==> src/hw/rtl/hsv2rgb_pkg.sv <==
`timescale 1ns / 1ps

package hsv2rgb_pkg;

  // Field widths of the pixel ports
  localparam int HUE_W = 16;
  localparam int SAT_W = 13;
  localparam int VAL_W = 20;

  // Hue circle
  localparam int DEG_FULL   = 360;
  localparam int DEG_SECTOR = 60;
  localparam int HUE_MOD_W  = 9;   // hue mod 360 fits 0..359
  localparam int REM_W      = 6;   // hue mod 60 fits 0..59

  // hue / 360 as multiply by ceil(2^24 / 360); exact for every 16-bit hue
  localparam int              HUE_RECIP_W     = 16;
  localparam logic [15:0]     HUE_RECIP       = 16'd46604;
  localparam int              HUE_RECIP_SHIFT = 24;
  localparam int              HUE_PROD_W      = HUE_W + HUE_RECIP_W;
  localparam int              HUE_Q_W         = HUE_PROD_W - HUE_RECIP_SHIFT;

  // c / 255 as multiply by ceil(2^28 / 255); exact for every 20-bit channel
  localparam int              DIV255_RECIP_W = 21;
  localparam logic [20:0]     DIV255_RECIP   = 21'd1052689;
  localparam int              DIV255_SHIFT   = 28;
  localparam int              DIV255_PROD_W  = VAL_W + DIV255_RECIP_W;
  localparam int              DIV255_Q_W     = DIV255_PROD_W - DIV255_SHIFT;

  // Sixty-degree sector of the hue circle
  typedef enum logic [2:0] {
    SECTOR_0,
    SECTOR_1,
    SECTOR_2,
    SECTOR_3,
    SECTOR_4,
    SECTOR_5
  } sector_t;

  // Control that travels with each beat down the pipe
  typedef struct packed {
    logic    valid;
    logic    grey;
    sector_t sector;
  } beat_ctl_t;

  // First degree of a sector
  function automatic logic [HUE_MOD_W-1:0] sector_base(sector_t s);
    logic [HUE_MOD_W-1:0] base;
    unique case (s)
      SECTOR_0: base = HUE_MOD_W'(0 * DEG_SECTOR);
      SECTOR_1: base = HUE_MOD_W'(1 * DEG_SECTOR);
      SECTOR_2: base = HUE_MOD_W'(2 * DEG_SECTOR);
      SECTOR_3: base = HUE_MOD_W'(3 * DEG_SECTOR);
      SECTOR_4: base = HUE_MOD_W'(4 * DEG_SECTOR);
      SECTOR_5: base = HUE_MOD_W'(5 * DEG_SECTOR);
      default:  base = '0;
    endcase
    return base;
  endfunction

endpackage

==> src/hw/rtl/hsv_to_rgb_converter.sv <==
`timescale 1ns / 1ps

// HSV to RGB pixel converter. A pixel is taken on every clock edge where start
// is high; busy is always low, so a pixel may be offered every cycle. Each
// pixel comes out as one beat on red/green/blue with done high for that
// single cycle; the receiver cannot stall, so it must take every beat when done
// is high. In the pipeline, four stages reduce the hue modulo 360 and look up
// the sector fraction, four form s*f, the p/q/t factors, the three value
// products and the sector select, and two apply the divide-by-255 rule and
// register the outputs. Saturation and value are Q.FRAC_BITS unsigned; zero
// saturation returns the value unchanged.
module hsv_to_rgb_converter
  import hsv2rgb_pkg::*;
#(
  parameter int FRAC_BITS = 12
) (
  input  logic             clk,
  input  logic             rst,
  input  logic             start,
  output logic             busy,
  input  logic [HUE_W-1:0] hue_degrees,
  input  logic [SAT_W-1:0] saturation,
  input  logic [VAL_W-1:0] brightness,
  output logic             done,
  output logic [VAL_W-1:0] red,
  output logic [VAL_W-1:0] green,
  output logic [VAL_W-1:0] blue
);

  beat_ctl_t             hue_ctl;
  logic [FRAC_BITS-1:0]  hue_frac;
  logic [SAT_W-1:0]      hue_sat;
  logic [VAL_W-1:0]      hue_val;

  beat_ctl_t             mix_ctl;
  logic [2:0][VAL_W-1:0] mix_chan;

  logic [2:0][VAL_W-1:0] rgb;

  // Pipeline never holds off a pixel
  assign busy = 1'b0;

  // Hue reduction, sector and fraction
  hsv2rgb_hue #(
    .FRAC_BITS (FRAC_BITS)
  ) u_hue (
    .clk         (clk),
    .rst         (rst),
    .in_valid    (start),
    .hue_degrees (hue_degrees),
    .saturation  (saturation),
    .brightness  (brightness),
    .ctl         (hue_ctl),
    .frac        (hue_frac),
    .sat         (hue_sat),
    .val         (hue_val)
  );

  // p, q, t and channel select
  hsv2rgb_mix #(
    .FRAC_BITS (FRAC_BITS)
  ) u_mix (
    .clk     (clk),
    .rst     (rst),
    .in_ctl  (hue_ctl),
    .frac    (hue_frac),
    .sat     (hue_sat),
    .val     (hue_val),
    .out_ctl (mix_ctl),
    .chan    (mix_chan)
  );

  // Divide-by-255 rule and output register
  hsv2rgb_clamp #(
    .FRAC_BITS (FRAC_BITS)
  ) u_clamp (
    .clk       (clk),
    .rst       (rst),
    .in_ctl    (mix_ctl),
    .chan      (mix_chan),
    .out_valid (done),
    .rgb       (rgb)
  );

  assign red   = rgb[0];
  assign green = rgb[1];
  assign blue  = rgb[2];

endmodule

==> src/hw/rtl/hsv2rgb_hue.sv <==
`timescale 1ns / 1ps

module hsv2rgb_hue
  import hsv2rgb_pkg::*;
#(
  parameter int FRAC_BITS = 12
) (
  input  logic                 clk,
  input  logic                 rst,
  input  logic                 in_valid,
  input  logic [HUE_W-1:0]     hue_degrees,
  input  logic [SAT_W-1:0]     saturation,
  input  logic [VAL_W-1:0]     brightness,
  output beat_ctl_t            ctl,
  output logic [FRAC_BITS-1:0] frac,
  output logic [SAT_W-1:0]     sat,
  output logic [VAL_W-1:0]     val
);

  localparam int ONE       = 1 << FRAC_BITS;
  localparam int TAB_DEPTH = 1 << REM_W;

  // Fraction table: (rem << FRAC_BITS) / 60, worked out at elaboration
  logic [FRAC_BITS-1:0] frac_tab [TAB_DEPTH];

  for (genvar i = 0; i < TAB_DEPTH; i++) begin : g_frac_tab
    if (i < DEG_SECTOR) begin : g_used
      assign frac_tab[i] = FRAC_BITS'((i * ONE) / DEG_SECTOR);
    end else begin : g_unused
      assign frac_tab[i] = '0;
    end
  end

  // Stage 1: hue times reciprocal of 360
  logic                  v1, grey1;
  logic [HUE_PROD_W-1:0] prod1;
  logic [HUE_W-1:0]      hue1;
  logic [SAT_W-1:0]      sat1;
  logic [VAL_W-1:0]      val1;

  // Stage 2: hue mod 360
  logic                  v2, grey2;
  logic [HUE_MOD_W-1:0]  hmod2;
  logic [SAT_W-1:0]      sat2;
  logic [VAL_W-1:0]      val2;

  // Stage 3: sector and remainder in the sector
  logic                  v3, grey3;
  sector_t               sector3;
  logic [REM_W-1:0]      rem3;
  logic [SAT_W-1:0]      sat3;
  logic [VAL_W-1:0]      val3;

  // Stage 4: fraction
  logic                  v4, grey4;
  sector_t               sector4;
  logic [FRAC_BITS-1:0]  frac4;
  logic [SAT_W-1:0]      sat4;
  logic [VAL_W-1:0]      val4;

  // Combinational pieces between stages
  logic [HUE_Q_W-1:0]    hue_q;
  logic [HUE_W:0]        hue_q360;
  logic [HUE_W:0]        hue_diff;
  sector_t               sector_next;
  logic [HUE_MOD_W-1:0]  rem_wide;

  always_comb begin
    hue_q    = prod1[HUE_PROD_W-1 -: HUE_Q_W];
    hue_q360 = (HUE_W + 1)'(hue_q) * (HUE_W + 1)'(DEG_FULL);
    hue_diff = (HUE_W + 1)'(hue1) - hue_q360;
  end

  // Sector by compare against sector boundaries
  always_comb begin
    if (hmod2 >= HUE_MOD_W'(5 * DEG_SECTOR)) begin
      sector_next = SECTOR_5;
    end else if (hmod2 >= HUE_MOD_W'(4 * DEG_SECTOR)) begin
      sector_next = SECTOR_4;
    end else if (hmod2 >= HUE_MOD_W'(3 * DEG_SECTOR)) begin
      sector_next = SECTOR_3;
    end else if (hmod2 >= HUE_MOD_W'(2 * DEG_SECTOR)) begin
      sector_next = SECTOR_2;
    end else if (hmod2 >= HUE_MOD_W'(1 * DEG_SECTOR)) begin
      sector_next = SECTOR_1;
    end else begin
      sector_next = SECTOR_0;
    end
    rem_wide = hmod2 - sector_base(sector_next);
  end

  // Valid bits
  always_ff @(posedge clk) begin
    if (rst) begin
      v1 <= 1'b0;
      v2 <= 1'b0;
      v3 <= 1'b0;
      v4 <= 1'b0;
    end else begin
      v1 <= in_valid;
      v2 <= v1;
      v3 <= v2;
      v4 <= v3;
    end
  end

  // Payload
  always_ff @(posedge clk) begin
    prod1   <= HUE_PROD_W'(hue_degrees) * HUE_PROD_W'(HUE_RECIP);
    hue1    <= hue_degrees;
    sat1    <= saturation;
    val1    <= brightness;
    grey1   <= (saturation == '0);

    hmod2   <= hue_diff[HUE_MOD_W-1:0];
    sat2    <= sat1;
    val2    <= val1;
    grey2   <= grey1;

    sector3 <= sector_next;
    rem3    <= rem_wide[REM_W-1:0];
    sat3    <= sat2;
    val3    <= val2;
    grey3   <= grey2;

    sector4 <= sector3;
    frac4   <= frac_tab[rem3];
    sat4    <= sat3;
    val4    <= val3;
    grey4   <= grey3;
  end

  assign ctl.valid  = v4;
  assign ctl.grey   = grey4;
  assign ctl.sector = sector4;
  assign frac       = frac4;
  assign sat        = sat4;
  assign val        = val4;

endmodule

==> src/hw/rtl/hsv2rgb_mix.sv <==
`timescale 1ns / 1ps

module hsv2rgb_mix
  import hsv2rgb_pkg::*;
#(
  parameter int FRAC_BITS = 12
) (
  input  logic                       clk,
  input  logic                       rst,
  input  beat_ctl_t                  in_ctl,
  input  logic [FRAC_BITS-1:0]       frac,
  input  logic [SAT_W-1:0]           sat,
  input  logic [VAL_W-1:0]           val,
  output beat_ctl_t                  out_ctl,
  output logic [2:0][VAL_W-1:0]      chan
);

  localparam int ONE    = 1 << FRAC_BITS;
  localparam int FW     = FRAC_BITS + 1;           // holds 0..ONE
  localparam int EW     = (FW > SAT_W) ? FW : SAT_W;
  localparam int SF_PW  = SAT_W + FRAC_BITS;
  localparam int SFC_PW = SAT_W + FW;
  localparam int VAL_PW = VAL_W + FW;

  // ONE - x, floored at zero
  function automatic logic [FW-1:0] one_minus(logic [SAT_W-1:0] x);
    logic [EW-1:0] xe;
    logic [EW-1:0] oe;
    logic [FW-1:0] res;
    xe = EW'(x);
    oe = EW'(ONE);
    if (xe >= oe) begin
      res = '0;
    end else begin
      res = FW'(oe - xe);
    end
    return res;
  endfunction

  // Stage 5: s*f and s*(1-f)
  beat_ctl_t             c5;
  logic [SF_PW-1:0]      sf_prod5;
  logic [SFC_PW-1:0]     sfc_prod5;
  logic [SAT_W-1:0]      sat5;
  logic [VAL_W-1:0]      val5;

  // Stage 6: scale factors for p, q, t
  beat_ctl_t             c6;
  logic [FW-1:0]         fp6, fq6, ft6;
  logic [VAL_W-1:0]      val6;

  // Stage 7: p, q, t
  beat_ctl_t             c7;
  logic [VAL_PW-1:0]     p_prod7, q_prod7, t_prod7;
  logic [VAL_W-1:0]      val7;

  // Stage 8: channel select
  beat_ctl_t             c8;
  logic [2:0][VAL_W-1:0] chan8;

  logic [FW-1:0]         one_less_f;
  logic [SAT_W-1:0]      sf5, sfc5;
  logic [VAL_W-1:0]      p7, q7, t7;
  logic [2:0][VAL_W-1:0] chan_next;

  always_comb begin
    one_less_f = FW'(ONE) - FW'(frac);
    sf5        = sf_prod5[FRAC_BITS +: SAT_W];
    sfc5       = sfc_prod5[FRAC_BITS +: SAT_W];
    p7         = p_prod7[FRAC_BITS +: VAL_W];
    q7         = q_prod7[FRAC_BITS +: VAL_W];
    t7         = t_prod7[FRAC_BITS +: VAL_W];
  end

  // Pick channels per sector; index 0 red, 1 green, 2 blue
  always_comb begin
    unique case (c7.sector)
      SECTOR_0: chan_next = {p7,   t7,   val7};
      SECTOR_1: chan_next = {p7,   val7, q7};
      SECTOR_2: chan_next = {t7,   val7, p7};
      SECTOR_3: chan_next = {val7, q7,   p7};
      SECTOR_4: chan_next = {val7, p7,   t7};
      SECTOR_5: chan_next = {q7,   p7,   val7};
      default:  chan_next = {q7,   p7,   val7};
    endcase
  end

  // Valid bits under reset, payload free running
  always_ff @(posedge clk) begin
    if (rst) begin
      c5.valid <= 1'b0;
      c6.valid <= 1'b0;
      c7.valid <= 1'b0;
      c8.valid <= 1'b0;
    end else begin
      c5.valid <= in_ctl.valid;
      c6.valid <= c5.valid;
      c7.valid <= c6.valid;
      c8.valid <= c7.valid;
    end

    c5.grey   <= in_ctl.grey;
    c5.sector <= in_ctl.sector;
    sf_prod5  <= SF_PW'(sat) * SF_PW'(frac);
    sfc_prod5 <= SFC_PW'(sat) * SFC_PW'(one_less_f);
    sat5      <= sat;
    val5      <= val;

    c6.grey   <= c5.grey;
    c6.sector <= c5.sector;
    fp6       <= one_minus(sat5);
    fq6       <= one_minus(sf5);
    ft6       <= one_minus(sfc5);
    val6      <= val5;

    c7.grey   <= c6.grey;
    c7.sector <= c6.sector;
    p_prod7   <= VAL_PW'(val6) * VAL_PW'(fp6);
    q_prod7   <= VAL_PW'(val6) * VAL_PW'(fq6);
    t_prod7   <= VAL_PW'(val6) * VAL_PW'(ft6);
    val7      <= val6;

    c8.grey   <= c7.grey;
    c8.sector <= c7.sector;
    chan8     <= chan_next;
  end

  assign out_ctl = c8;
  assign chan    = chan8;

endmodule

==> src/hw/rtl/hsv2rgb_clamp.sv <==
`timescale 1ns / 1ps

module hsv2rgb_clamp
  import hsv2rgb_pkg::*;
#(
  parameter int FRAC_BITS = 12
) (
  input  logic                  clk,
  input  logic                  rst,
  input  beat_ctl_t             in_ctl,
  input  logic [2:0][VAL_W-1:0] chan,
  output logic                  out_valid,
  output logic [2:0][VAL_W-1:0] rgb
);

  localparam int ONE = 1 << FRAC_BITS;

  // Stage 9: channel times reciprocal of 255
  logic                       v9, grey9;
  logic [2:0]                 over9;
  logic [2:0][VAL_W-1:0]      chan9;
  logic [DIV255_PROD_W-1:0]   prod9 [3];

  // Stage 10: output register
  logic                       v10;
  logic [2:0][VAL_W-1:0]      rgb10;
  logic [2:0][VAL_W-1:0]      rgb_next;

  // Channels above 1.0 take the quotient, grey passes through untouched
  always_comb begin
    for (int i = 0; i < 3; i++) begin
      if (over9[i] && !grey9) begin
        rgb_next[i] = VAL_W'(prod9[i][DIV255_SHIFT +: DIV255_Q_W]);
      end else begin
        rgb_next[i] = chan9[i];
      end
    end
  end

  always_ff @(posedge clk) begin
    if (rst) begin
      v9  <= 1'b0;
      v10 <= 1'b0;
    end else begin
      v9  <= in_ctl.valid;
      v10 <= v9;
    end
  end

  always_ff @(posedge clk) begin
    grey9 <= in_ctl.grey;
    chan9 <= chan;
    for (int i = 0; i < 3; i++) begin
      over9[i] <= (chan[i] > VAL_W'(ONE));
      prod9[i] <= DIV255_PROD_W'(chan[i]) * DIV255_PROD_W'(DIV255_RECIP);
    end
    rgb10 <= rgb_next;
  end

  assign out_valid = v10;
  assign rgb       = rgb10;

endmodule

==> config.mk <==
export PLATFORM = sky130hd
export DESIGN_NAME = hsv_to_rgb_converter
export DESIGN_NICKNAME = d
export VERILOG_FILES = /design/src/hw/rtl/hsv2rgb_pkg.sv /design/src/hw/rtl/hsv_to_rgb_converter.sv /design/src/hw/rtl/hsv2rgb_hue.sv /design/src/hw/rtl/hsv2rgb_mix.sv /design/src/hw/rtl/hsv2rgb_clamp.sv
export SDC_FILE = /design/constraint.sdc
export NUM_CORES = 2
export LEC_CHECK = 0
export ABC_AREA = 1
export ABC_CLOCK_PERIOD_IN_PS = 7100
export BUFFER_PORTS_ARGS = -buffer_cell sky130_fd_sc_hd__buf_2
export CAP_MARGIN = 20
export CORE_ASPECT_RATIO = 1.25
export CORE_MARGIN = 1.5
export CORE_UTILIZATION = 37
export CTS_CLUSTER_SIZE = 24
export DETAILED_ROUTE_END_ITERATION = 8
export PLACE_DENSITY = 0.62
export SLEW_MARGIN = 20
export SYNTH_ARGS = -nofsm -noshare
export SYNTH_HDL_FRONTEND = slang
export SYNTH_HIERARCHICAL = 1
export SYNTH_SLANG_ARGS = --single-unit
==> constraint.sdc <==
create_clock -name clk -period 7.1 [get_ports clk]
set_input_delay 0.71 -clock clk [delete_from_list [all_inputs] [get_ports clk]]
set_output_delay 0.71 -clock clk [all_outputs]
set_load 0.01 [all_outputs]
==> metrics.txt <==
cells along the critical path buf_4 > inv_1 > nand4_2 > nor2_1 > xnor2_2 > inv_2 > nor2_1 > fa_1 > fa_1 > fa_1 > fa_1 > inv_1 > fa_1 > inv_1 > ha_1 > nand2_1 > nor4_1 > nand2_1 > nand2_1 > nand2_1 > nand3_1 > nand2_1; Core Box Area 182000 sq um; warnings from Yosys 6; DP Wirelength 151000 um; I/O pins 114; clk_lat worst skew 0.71 ns; cts bufs inserted 71; maxcap violations 0; Row Count 175; commonest non-fill, non-tap cell in the layout nand2_1; slowest stage delay, CP 0.57 ns; CTS tree yes; # fillers 18600; CTS root buffer clkbuf_16; CTS Hold Bufs 0; Total Die Area 185000 sq um; startpoint types flop; routed vias 54000; worst min-delay path class in -> reg; Setup TNS 0 ns; largest net degree at the start of global routing 45; min Tclk post-route 5.92 ns; Final Skew 0.0462 ns; unrepaired setup endpoints after global routing false; Die Y 481 um; routability congestion estimate 0.949; Rel. slew slack 0.176; H-Tree Depth 3; Sinks on Clock Net 622; syn_nets 10500; gr usage total 0.205; die width 385 um; final slew viol count 0; Clock transition at path regs 0.06 ns; port bufs 112; layout cell share with drive strength beyond 1 0.0493; post-detailed-route count of antenna-violating nets 0; pin slew with the least headroom to its limit 1.24 ns; post-synthesis cell count 8718; reg-to-reg slack, setup 1.18 ns; Post-CTS Resized 0; Final nets 10500; critical path arrival 6.48 ns; most frequent cells in the layout nand2_1, inv_1, fa_1; Setup-failing EPs final 0; WS Path Type reg -> reg; Via density 4.83; fmax 169 MHz; Critical-path top delay cell fa_1; outcome completed; Post-CTS Setup Inserts 0; Post-Synthesis Mean Instance Area 7.75 sq um; initial core utilization 0.372; final wirelength 186000 um; CP max FO 44; Fin. Hold Viols 0; worst path required time 7.66 ns; vias in the first global route 56700; Iteration-0 DRC Markers 3114; cell area after synthesis 67500 sq um; Area Overhead vs Synth 8.38%; routed wire length per instance 16.7 um; drc violations 0; critical path endpoint category flop; Initial DRT Pass Iterations 6; first-pass GRT wire length 299000 um; Overflow after GRT 0; fin crit share 0.834; worst-case clock buffer depth 3; antenna violations before repair 9
-- per-layer routing --
metal / up-vias / GRT usage / part of all wire
met1: 26100 / 0.238 / 0.40
met3: 377 / 0.0229 / 0.044
met5: - / 0 / 0
li1: 26100 / - / -
met2: 1432 / 0.373 / 0.51
met4: 0 / 0.0967 / 0.048
-- metrics by stage --
step | cells | util | hold WS (ns) | instance area (sq um) | setup slack, ns
floorplan | 8718 | - | 0.310 | 67500 | 1.70
global placement | 11000 | 0.389 | 0.309 | 70500 | 1.20
detailed placement | 11000 | 0.389 | 0.312 | 70600 | 1.14
CTS | 11200 | 0.403 | 0.0496 | 73200 | 1.14
global route | 11200 | 0.403 | 0.0783 | 73200 | 0.661
finish | 11200 | 0.403 | 0.110 | 73200 | 1.18
-- registers in the layout, summed over array words and instances, names as in the netlist, 20 cells and up --
| name | flops |
|---|---|
| u_hue/val3 | 20 |
| u_mix/val7 | 20 |
| u_clamp/chan9 | 60 |
| u_mix/chan | 60 |
| u_clamp/rgb | 60 |
| u_mix/val5 | 20 |
| u_hue/val2 | 20 |
| u_clamp/prod9 | 39 |
| u_hue/val | 20 |
| u_mix/p_prod7 | 20 |
| u_mix/q_prod7 | 20 |
| u_hue/val1 | 20 |
| u_mix/t_prod7 | 20 |
| u_mix/val6 | 20 |
-- final timing paths --
kind | depth (start not counted) | start | to
setup / recovery | 22 | u_hue/frac[9] | u_mix/sfc_prod5[20]
hold / removal | 1 | brightness[3] | u_hue/val1[3]
setup reg to reg | 22 | u_hue/frac[9] | u_mix/sfc_prod5[20]
hold reg to reg | 0 | u_hue/val2[7] | u_hue/val3[7]
-- critical path: cells and delay by family (launching register included) --
family | cells | cell delay (ns)
fa+ha+maj | 6 | 2.76
flops | 1 | 0.37
buf+inv | 5 | 0.88
xor+xnor | 1 | 0.42
simple gates | 10 | 1.40
-- final cells by class --
class,count,area [sq um],share of cell area
Multi-Input combinational cell,5799,46400,0.633
Sequential cell,622,12500,0.171
Inverter,2045,7680,0.105
Tap cell,2389,2990,0.0408
Clock buffer,90,2010,0.0275
Timing Repair Buffer,177,1060,0.0145
Clock inverter,42,588,0.00803
Antenna cell,12,30.0,0.000410
Power is not shown: default switching activity piles up to over one toggle a cycle in this logic, so the estimate is an artifact.
